==> config.mk <==
export PLATFORM = sky130hd
export DESIGN_NAME = stepper_phase_sequencer_flat
export DESIGN_NICKNAME = d
export VERILOG_FILES = /design/src/design/sps_pkg.sv /design/src/design/sps_cmd_if.sv /design/src/design/sps_res_if.sv /design/src/design/stepper_phase_sequencer.sv /design/src/flat_wrapper.sv
export SDC_FILE = /design/constraint.sdc
export NUM_CORES = 2
export LEC_CHECK = 0
export ABC_AREA = 1
export BUFFER_PORTS_ARGS = -buffer_cell sky130_fd_sc_hd__buf_4
export CORE_MARGIN = 3
export CORE_UTILIZATION = 65
export CTS_BUF_LIST = sky130_fd_sc_hd__clkbuf_4
export DETAILED_ROUTE_END_ITERATION = 7
export PLACE_DENSITY = 0.84
export SYNTH_ARGS = -nofsm -noshare
export SYNTH_HDL_FRONTEND = slang
export SYNTH_SLANG_ARGS = --single-unit
==> constraint.sdc <==
create_clock -name clk -period 13.08 [get_ports clk]
set_clock_uncertainty 0.1 [all_clocks]
set_input_delay 1.962 -clock clk [delete_from_list [all_inputs] [get_ports clk]]
set_output_delay 1.962 -clock clk [all_outputs]
set_load 0.02 [all_outputs]
==> src/design/sps_pkg.sv <==
`timescale 1ns / 1ps

package sps_pkg;

  // Command codes carried in the command field.
  localparam int unsigned CMD_W = 4;
  localparam logic [CMD_W-1:0] CMD_TICK        = 4'd0;
  localparam logic [CMD_W-1:0] CMD_TOGGLE_RUN  = 4'd1;
  localparam logic [CMD_W-1:0] CMD_FORWARD     = 4'd2;
  localparam logic [CMD_W-1:0] CMD_REVERSE     = 4'd3;
  localparam logic [CMD_W-1:0] CMD_FASTER      = 4'd4;
  localparam logic [CMD_W-1:0] CMD_SLOWER      = 4'd5;
  localparam logic [CMD_W-1:0] CMD_MANUAL      = 4'd6;
  localparam logic [CMD_W-1:0] CMD_RELEASE     = 4'd7;
  localparam logic [CMD_W-1:0] CMD_LOAD_PERIOD = 4'd8;

  // Field widths.
  localparam int unsigned PHASES     = 4;
  localparam int unsigned PHASE_W    = $clog2(PHASES);
  localparam int unsigned DRIVE_W    = 8;
  localparam int unsigned COUNT_W    = 32;
  localparam int unsigned PERIOD_W   = 32;
  localparam int unsigned FRAC_W     = 8;
  localparam int unsigned PERIOD_Q_W = PERIOD_W + FRAC_W;
  localparam int unsigned PATTERN_W  = PHASES * DRIVE_W;

  // Configuration port.
  localparam int unsigned CFG_ADDR_W = 3;
  localparam int unsigned CFG_DATA_W = 32;
  localparam logic REG_PHASE_PATTERN = 1'b0;

  // Reset values and speed scaling constants (Q16 multipliers).
  localparam logic [PATTERN_W-1:0]  PATTERN_RESET   = 32'h2812_2411;
  localparam logic [PERIOD_Q_W-1:0] PERIOD_RESET_Q8 = 40'd25_600_000;
  localparam logic [15:0]           FASTER_MUL      = 16'd62415;
  localparam logic [16:0]           SLOWER_MUL      = 17'd68813;
  localparam int unsigned           MUL_SHIFT       = 16;

endpackage

==> src/design/sps_cmd_if.sv <==
`timescale 1ns / 1ps

interface sps_cmd_if;
  logic                            valid;
  logic                            ready;
  logic [sps_pkg::CMD_W-1:0]       command;
  logic [sps_pkg::PHASE_W-1:0]     phase_select;
  logic [sps_pkg::PERIOD_W-1:0]    period_value;

  modport source (output valid, command, phase_select, period_value, input ready);
  modport sink   (input valid, command, phase_select, period_value, output ready);
endinterface

==> src/design/sps_res_if.sv <==
`timescale 1ns / 1ps

interface sps_res_if;
  logic                          valid;
  logic                          ready;
  logic [sps_pkg::DRIVE_W-1:0]   drive_byte;
  logic                          drive_strobe;
  logic                          is_running;
  logic [sps_pkg::COUNT_W-1:0]   steps_this_run;
  logic [sps_pkg::COUNT_W-1:0]   steps_last_run;

  modport source (output valid, drive_byte, drive_strobe, is_running, steps_this_run,
                  steps_last_run, input ready);
  modport sink   (input valid, drive_byte, drive_strobe, is_running, steps_this_run,
                  steps_last_run, output ready);
endinterface

==> src/design/stepper_phase_sequencer.sv <==
`timescale 1ns / 1ps

// Full-step sequencer for a bipolar stepper motor.
// Commands arrive as beats on the cmd channel (tick, toggle run, direction,
// faster, slower, manual phase, release, load period). Every command beat
// produces exactly one beat on the result channel carrying the drive byte,
// its strobe, the run flag and both step counters as they stand after the
// command. Tick beats normally come from a free-running timebase.
// An accepted command beat is held in the input register, then the state
// update writes its result beat into the result register. One command is
// taken every cycle while the receiver keeps up; the rate is set by the single
// combinational update of the state (tick compare, step, period scaling).
// When the receiver stalls, the result register holds its beat and the input
// register takes one more command before cmd.ready drops.
// The APB port holds the phase pattern table (four drive bytes, entry 0 in
// the low byte); write it only while no command is in flight.
// Synchronous reset empties both registers, stops the run, selects forward,
// sets phase 0, a period of 100000 ticks, a saturated tick counter, zero
// step counts and the default pattern table.
module stepper_phase_sequencer (
  input  logic                             clk,
  input  logic                             rst,
  sps_cmd_if.sink                          cmd,
  sps_res_if.source                        result,
  input  logic                             psel,
  input  logic                             penable,
  input  logic                             pwrite,
  input  logic [sps_pkg::CFG_ADDR_W-1:0]   paddr,
  input  logic [sps_pkg::CFG_DATA_W-1:0]   pwdata,
  output logic [sps_pkg::CFG_DATA_W-1:0]   prdata,
  output logic                             pready
);

  localparam int unsigned FAST_PROD_W = sps_pkg::PERIOD_Q_W + 16;
  localparam int unsigned SLOW_PROD_W = sps_pkg::PERIOD_Q_W + 17;

  // Configuration register.
  logic [sps_pkg::PATTERN_W-1:0] phase_pattern;
  logic                          cfg_write;

  // Input register.
  logic                          in_valid;
  logic [sps_pkg::CMD_W-1:0]     in_command;
  logic [sps_pkg::PHASE_W-1:0]   in_phase_select;
  logic [sps_pkg::PERIOD_W-1:0]  in_period_value;

  // Sequencer state.
  logic [sps_pkg::PHASE_W-1:0]    phase_index, phase_index_next;
  logic                           reverse_dir, reverse_dir_next;
  logic                           running, running_next;
  logic [sps_pkg::PERIOD_Q_W-1:0] period_q8, period_q8_next;
  logic [sps_pkg::PERIOD_W-1:0]   elapsed_ticks, elapsed_ticks_next;
  logic [sps_pkg::COUNT_W-1:0]    run_steps, run_steps_next;
  logic [sps_pkg::COUNT_W-1:0]    latched_steps, latched_steps_next;
  logic [sps_pkg::DRIVE_W-1:0]    drive_next;
  logic                           strobe_next;

  // Result register.
  logic                           out_valid;
  logic [sps_pkg::DRIVE_W-1:0]    out_drive;
  logic                           out_strobe;

  // Datapath helpers.
  logic                           advance;
  logic [sps_pkg::PERIOD_W-1:0]   elapsed_inc;
  logic                           period_reached;
  logic [sps_pkg::PHASE_W-1:0]    phase_stepped;
  logic [FAST_PROD_W-1:0]         fast_prod;
  logic [SLOW_PROD_W-1:0]         slow_prod;
  logic [sps_pkg::PERIOD_Q_W-1:0] fast_cand;
  logic [sps_pkg::PERIOD_Q_W:0]   slow_cand;
  logic [sps_pkg::PERIOD_W-1:0]   load_value;

  // APB register access; pready is tied high.
  assign pready    = 1'b1;
  assign cfg_write = psel && penable && pwrite && pready
                     && (paddr[2] == sps_pkg::REG_PHASE_PATTERN);
  assign prdata    = (paddr[2] == sps_pkg::REG_PHASE_PATTERN) ? phase_pattern : '0;

  always_ff @(posedge clk) begin
    if (rst) begin
      phase_pattern <= sps_pkg::PATTERN_RESET;
    end else if (cfg_write) begin
      phase_pattern <= pwdata;
    end
  end

  // Handshake: the held command moves on when the result register is free.
  assign advance    = in_valid && (!out_valid || result.ready);
  assign cmd.ready  = !in_valid || advance;

  always_ff @(posedge clk) begin
    if (rst) begin
      in_valid <= 1'b0;
    end else if (cmd.ready) begin
      in_valid <= cmd.valid;
    end
  end

  always_ff @(posedge clk) begin
    if (cmd.valid && cmd.ready) begin
      in_command      <= cmd.command;
      in_phase_select <= cmd.phase_select;
      in_period_value <= cmd.period_value;
    end
  end

  // Tick counter saturates at all ones and clears once the period is reached.
  assign elapsed_inc    = (&elapsed_ticks) ? elapsed_ticks : elapsed_ticks + 1'b1;
  assign period_reached = elapsed_inc >= period_q8[sps_pkg::PERIOD_Q_W-1:sps_pkg::FRAC_W];
  assign phase_stepped  = reverse_dir ? phase_index - 1'b1 : phase_index + 1'b1;

  // Period scaling by constant Q16 factors.
  assign fast_prod  = FAST_PROD_W'(period_q8) * FAST_PROD_W'(sps_pkg::FASTER_MUL);
  assign slow_prod  = SLOW_PROD_W'(period_q8) * SLOW_PROD_W'(sps_pkg::SLOWER_MUL);
  assign fast_cand  = fast_prod[FAST_PROD_W-1:sps_pkg::MUL_SHIFT];
  assign slow_cand  = slow_prod[SLOW_PROD_W-1:sps_pkg::MUL_SHIFT];
  assign load_value = (in_period_value == '0) ? sps_pkg::PERIOD_W'(1) : in_period_value;

  // Next state and result for the held command.
  always_comb begin
    phase_index_next   = phase_index;
    reverse_dir_next   = reverse_dir;
    running_next       = running;
    period_q8_next     = period_q8;
    elapsed_ticks_next = elapsed_ticks;
    run_steps_next     = run_steps;
    latched_steps_next = latched_steps;
    drive_next         = '0;
    strobe_next        = 1'b0;
    unique case (in_command)
      sps_pkg::CMD_TICK: begin
        elapsed_ticks_next = elapsed_inc;
        if (period_reached) begin
          elapsed_ticks_next = '0;
          if (running) begin
            phase_index_next = phase_stepped;
            drive_next       = phase_pattern[{phase_stepped, 3'b000} +: sps_pkg::DRIVE_W];
            strobe_next      = 1'b1;
            run_steps_next   = run_steps + 1'b1;
          end
        end
      end
      sps_pkg::CMD_TOGGLE_RUN: begin
        running_next = !running;
        if (running) begin
          strobe_next        = 1'b1;
          latched_steps_next = run_steps;
          run_steps_next     = '0;
        end
      end
      sps_pkg::CMD_FORWARD: begin
        reverse_dir_next = 1'b0;
      end
      sps_pkg::CMD_REVERSE: begin
        reverse_dir_next = 1'b1;
      end
      sps_pkg::CMD_FASTER: begin
        // Keep the period at one tick or more.
        if (|fast_cand[sps_pkg::PERIOD_Q_W-1:sps_pkg::FRAC_W]) begin
          period_q8_next = fast_cand;
        end
      end
      sps_pkg::CMD_SLOWER: begin
        period_q8_next = slow_cand[sps_pkg::PERIOD_Q_W] ? '1
                                                        : slow_cand[sps_pkg::PERIOD_Q_W-1:0];
      end
      sps_pkg::CMD_MANUAL: begin
        drive_next  = phase_pattern[{in_phase_select, 3'b000} +: sps_pkg::DRIVE_W];
        strobe_next = 1'b1;
      end
      sps_pkg::CMD_RELEASE: begin
        strobe_next = 1'b1;
      end
      sps_pkg::CMD_LOAD_PERIOD: begin
        period_q8_next = {load_value, sps_pkg::FRAC_W'(0)};
      end
      default: begin
      end
    endcase
  end

  // State registers update as the command moves into the result register.
  always_ff @(posedge clk) begin
    if (rst) begin
      phase_index   <= '0;
      reverse_dir   <= 1'b0;
      running       <= 1'b0;
      period_q8     <= sps_pkg::PERIOD_RESET_Q8;
      elapsed_ticks <= '1;
      run_steps     <= '0;
      latched_steps <= '0;
    end else if (advance) begin
      phase_index   <= phase_index_next;
      reverse_dir   <= reverse_dir_next;
      running       <= running_next;
      period_q8     <= period_q8_next;
      elapsed_ticks <= elapsed_ticks_next;
      run_steps     <= run_steps_next;
      latched_steps <= latched_steps_next;
    end
  end

  // Result register.
  always_ff @(posedge clk) begin
    if (rst) begin
      out_valid <= 1'b0;
    end else if (advance) begin
      out_valid <= 1'b1;
    end else if (result.ready) begin
      out_valid <= 1'b0;
    end
  end

  always_ff @(posedge clk) begin
    if (advance) begin
      out_drive  <= drive_next;
      out_strobe <= strobe_next;
    end
  end

  // Status fields mirror the state registers, which hold while the beat waits.
  assign result.valid          = out_valid;
  assign result.drive_byte     = out_drive;
  assign result.drive_strobe   = out_strobe;
  assign result.is_running     = running;
  assign result.steps_this_run = run_steps;
  assign result.steps_last_run = latched_steps;

  // A stop latches the count, clears it and leaves the run flag low.
  assert property (@(posedge clk) disable iff (rst)
    (advance && in_command == sps_pkg::CMD_TOGGLE_RUN && running)
    |=> (!running && run_steps == '0 && latched_steps == $past(run_steps)))
    else $error("stop did not latch and clear the step count");

  // Commands other than tick and toggle run never touch the step counters.
  assert property (@(posedge clk) disable iff (rst)
    (advance && in_command != sps_pkg::CMD_TICK && in_command != sps_pkg::CMD_TOGGLE_RUN)
    |=> ($stable(run_steps) && $stable(latched_steps)))
    else $error("step counters changed on a non-stepping command");

  // A step on a tick raises the count by one and strobes the new phase.
  assert property (@(posedge clk) disable iff (rst)
    (advance && in_command == sps_pkg::CMD_TICK && running && period_reached)
    |=> (run_steps == $past(run_steps) + 1'b1 && out_strobe && elapsed_ticks == '0))
    else $error("tick step did not count or strobe");

  // The period never drops below one whole tick.
  assert property (@(posedge clk) disable iff (rst)
    advance |=> (|period_q8[sps_pkg::PERIOD_Q_W-1:sps_pkg::FRAC_W]))
    else $error("step period fell below one tick");

  // A beat without strobe carries a zero drive byte.
  assert property (@(posedge clk) disable iff (rst)
    (out_valid && !out_strobe) |-> (out_drive == '0))
    else $error("drive byte set without strobe");

endmodule
==> src/flat_wrapper.sv <==
// flat-port wrapper written by rule: the top's interface ports become plain ports
module stepper_phase_sequencer_flat 
  (clk, rst, psel, penable, pwrite, paddr, pwdata, prdata, pready, cmd_valid, cmd_command, cmd_phase_select, cmd_period_value, cmd_ready, result_valid, result_drive_byte, result_drive_strobe, result_is_running, result_steps_this_run, result_steps_last_run, result_ready);
  sps_cmd_if cmd_i ();
  sps_res_if result_i ();
  input  logic clk;
  input  logic rst;
  input  logic psel;
  input  logic penable;
  input  logic pwrite;
  input  logic [sps_pkg::CFG_ADDR_W-1:0] paddr;
  input  logic [sps_pkg::CFG_DATA_W-1:0] pwdata;
  output logic [sps_pkg::CFG_DATA_W-1:0] prdata;
  output logic pready;
  input wire logic [$bits(cmd_i.valid)-1:0] cmd_valid;
  input wire logic [$bits(cmd_i.command)-1:0] cmd_command;
  input wire logic [$bits(cmd_i.phase_select)-1:0] cmd_phase_select;
  input wire logic [$bits(cmd_i.period_value)-1:0] cmd_period_value;
  output wire logic [$bits(cmd_i.ready)-1:0] cmd_ready;
  output wire logic [$bits(result_i.valid)-1:0] result_valid;
  output wire logic [$bits(result_i.drive_byte)-1:0] result_drive_byte;
  output wire logic [$bits(result_i.drive_strobe)-1:0] result_drive_strobe;
  output wire logic [$bits(result_i.is_running)-1:0] result_is_running;
  output wire logic [$bits(result_i.steps_this_run)-1:0] result_steps_this_run;
  output wire logic [$bits(result_i.steps_last_run)-1:0] result_steps_last_run;
  input wire logic [$bits(result_i.ready)-1:0] result_ready;
  assign cmd_i.valid = cmd_valid;
  assign cmd_i.command = cmd_command;
  assign cmd_i.phase_select = cmd_phase_select;
  assign cmd_i.period_value = cmd_period_value;
  assign cmd_ready = cmd_i.ready;
  assign result_valid = result_i.valid;
  assign result_drive_byte = result_i.drive_byte;
  assign result_drive_strobe = result_i.drive_strobe;
  assign result_is_running = result_i.is_running;
  assign result_steps_this_run = result_i.steps_this_run;
  assign result_steps_last_run = result_i.steps_last_run;
  assign result_i.ready = result_ready;
  stepper_phase_sequencer u_core (.clk(clk), .rst(rst), .cmd(cmd_i), .result(result_i), .psel(psel), .penable(penable), .pwrite(pwrite), .paddr(paddr), .pwdata(pwdata), .prdata(prdata), .pready(pready));
endmodule
==> flow_summary.yaml <==
outcome:
  run_status: "finished, final reports clean"
detailed_routing:
  routedWlPerCell_um: 20.5
  top_signal_layer_used: "met5"
  ant_nets: 0
  wl_mm: 123
  vias_per_cell: 5.61
  wl_met1_mm: 50.0
  wl_met2_mm: 52.4
  dr_wl_met3_mm: 14.2
  detailed_route_drc_error_count: 0
  drt_pass1_iterations: 6
  via_count: 33700
  drt_iter0_markers: 3549
worst_setup_path:
  worstPathBufferInverterCount: 6
  cp_data_arrival_time_ns: 9.39
  cp-start-kind: "flop"
  cp-end-kind: "flop"
  delay_of_the_slowest_cell_on_the_worst_path_ns: 0.82
  crit_type: "flop to flop"
  timing.critical_path.fanout_max: 59
  timing.critical_path.required_ns: 13.70
  critPathTopFamily: "adder cells"
  critical-path-slowest-cell: "sky130_fd_sc_hd__dfxtp_1"
logic_synthesis:
  synth_area_um2: 37200
  synthesis.nets: 6051
  post_synth_inst_count: 4998
  postSynth.asyncResetShare: 0
  synth.lib_cells_used.distinct: 52
  ys.flop_type: "sky130_fd_sc_hd__dfxtp_1"
  synth.yosys.seq_area_share: 0.132
  synth_edf_count: 47
  yosysWarnings: 0
  synth.avg_cell_area_um2: 7.44
  yosys_register_bits: 221
pwr:
  overall_power_after_layout_w: 0.00852
  total_leakage_power_nw: 21.8
  powerDensity_nw_per_um2: 211
  max-vdd-ir-drop_mv: 0.236
sta:
  final.period_utilization: 0.670
  setup_viol: 0
  worst_slack_ns: 4.31
  finalHoldViolCount: 0
  worst_slew_pin_tran_ns: 1.27
  grt_setup_unrepaired: "false"
  fmax_mhz: 114
  final_period_minus_worst_setup_slack_ns: 8.77
  maxSlewHeadroom: 0.154
  final.setup.tns_ns: 0
  final-max-slew-violation-count: 0
floorplan:
  die-area_um2: 60100
  die_x_um: 245
  fp.coreArea_um2: 56500
  top_level_ports: 189
  placementRows: 87
  initial_core_util: 0.658
  die_y_um: 245
global_routing:
  globalRoute.totalOverflow: 0
  grt_pass1_wl_mm: 187
  grt_pass1_vias: 32200
  gr-usage-all-layers: 0.411
  grt_max_degree: 78
  initial_antenna_violation_count: 3
cells_and_area:
  utilization: 0.713
  seq_area_um2: 4890
  layout.filler_cells: 4651
  multi_input_comb_area_um2: 27000
  layout.nets: 6250
  flow.area_growth_from_synthesis_pct: 8.36
  drive_gt1_frac: 0.0727
placement:
  gpl.final_weighted_congestion: 1.04
  dp_worst_setup_slack_ns: 4.60
  hpwlAfterDp_mm: 102
  buffer_ports.inserted: 185
cts:
  setup_bufs_post_cts: 0
  cts_max_level: 2
  cts_resized: 0
  cts_root_buf: "sky130_fd_sc_hd__clkbuf_4"
  tritoncts: "yes"
  cts_max_path_buffers: 3
  clk_pin_slew_ns: 0.07
  postCtsHoldBufs: 0
  clk-insertion-delay-late_ns: 0.85
  clock_sinks: 221
  number_of_clock_buffers_inserted_by_tritoncts: 60
job:
  maxCapViolCount: 0
worst_hold_path:
  hold_path_class: "flop to flop"
## worst paths after layout
check                           cells after the start                                   end                                 start  slack [ns]
worst min register to register                      2  u_core.elapsed_ticks[2]$_SDFFE_PP1P_  u_core.elapsed_ticks[2]$_SDFFE_PP1P_        0.38
worst max register to register                     28     u_core.period_q8[37]$_SDFFE_PP0P_     u_core.period_q8[14]$_SDFFE_PP0P_        4.31
worst max-delay path                               28     u_core.period_q8[37]$_SDFFE_PP0P_     u_core.period_q8[14]$_SDFFE_PP0P_        4.31
worst min-delay path                                2  u_core.elapsed_ticks[2]$_SDFFE_PP1P_  u_core.elapsed_ticks[2]$_SDFFE_PP1P_        0.38
## area by class of cell
cell class / instances / share of cell area
Tap cell: 756 / 0.0235
Sequential cell: 221 / 0.121
Clock inverter: 20 / 0.00456
Inverter: 1316 / 0.123
Clock buffer: 87 / 0.0162
Multi-Input combinational cell: 3378 / 0.671
Timing Repair Buffer: 220 / 0.0410
Antenna cell: 2 / 0.000124
## cells in the mapped netlist (all sizes together) (31+ instances only)
| master | n | area, um^2 |
|---|---|---|
| a21oi | 304 | 1600 |
| clkbuf | 70 | 263 |
| dfxtp | 174 | 3480 |
| edfxtp | 47 | 1410 |
| fa | 505 | 10100 |
| ha | 468 | 5860 |
| inv | 1311 | 4920 |
| nand2 | 978 | 3680 |
| nand3 | 175 | 876 |
| nand4 | 48 | 307 |
| nor2 | 418 | 1590 |
| nor3 | 70 | 355 |
| o21ai | 190 | 951 |
| xnor2 | 31 | 272 |
| xor2 | 35 | 307 |
## through the flow
step	instance area, um^2	std cells	hold WS, ns
floorplan	37200	4998	0.341
global placement	39500	5891	0.352
detailed placement	39500	5891	0.360
CTS	40300	5998	0.377
global route	40300	6000	0.430
finish	40300	6000	0.380
## flip-flops by register name, summed over array words and instances, names as in the netlist, 4 cells and up
signal	flops
u_core.in_period_value	32
u_core.result.drive_byte	8
u_core.phase_pattern	32
u_core.elapsed_ticks	32
u_core.period_q8	40
u_core.in_command	4
u_core.result.steps_last_run	32
u_core.result.steps_this_run	32
## per-layer routing
layer	vias to the layer above	GRT usage
li1	15800	-
met1	15800	0.578
met2	1802	0.606
met3	315	0.105
met4	2	0.170
met5	-	0
## placed cells by master, fill, tap and decap left out, drive strengths merged, types with 2 or more instances in the layout
cell type / synthesis / layout
a31oi: 4 / 4
ha: 468 / 468
o21bai: 14 / 14
nand4: 48 / 48
clkinv: 5 / 20
dfxtp: 174 / 174
a32oi: 4 / 4
nand2: 978 / 978
xnor2: 31 / 31
inv: 1311 / 1313
nand3: 175 / 175
a221oi: 2 / 2
clkbuf: 70 / 87
nor4: 28 / 28
a22o: 3 / 3
and2: 2 / 2
or2: 7 / 7
a21oi: 304 / 304
nor2: 418 / 418
o211ai: 14 / 14
xor2: 35 / 35
fa: 505 / 505
o22ai: 10 / 10
edfxtp: 47 / 47
o21a: 6 / 6
nor3: 70 / 70
nand3b: 20 / 20
o21ai: 190 / 190
bufinv: 0 / 3
and3: 3 / 3
diode: 0 / 2
a21o: 11 / 11
buf: 13 / 220
o31ai: 3 / 3
a22oi: 16 / 16
## worst reg2reg max path: cells and delay by family (launching register included)
family	cells	cell delay, ns
buffers and inverters	6	1.35
AOI/OAI and AO/OA	2	0.46
and+or+nand+nor	13	2.44
DFF	1	0.82
adders and majority gates	7	3.46
## cells by family (layout without fill, tap and decap cells)
| kind of cell | Yosys count | after routing | share of synthesized area |
|---|---|---|---|
| simple gates | 1751 | 1751 | 0.194 |
| buf+inv | 1399 | 1643 | 0.142 |
| fa+ha+maj | 973 | 973 | 0.429 |
| compound gates | 587 | 587 | 0.0873 |
| flops | 221 | 221 | 0.132 |
| xor+xnor | 66 | 66 | 0.0155 |
| other cells | 1 | 3 | 0.000101 |
## power by group
part	leakage, nW	internal, W	switching [W]	total (W)
clock	0.492	0.000370	0.000343	0.000712
combinational	19.4	0.00230	0.00477	0.00707
sequential	1.87	0.000716	0.0000278	0.000744
total	21.8	0.00338	0.00514	0.00852
Note: power is estimated with default switching activity, not from simulation.
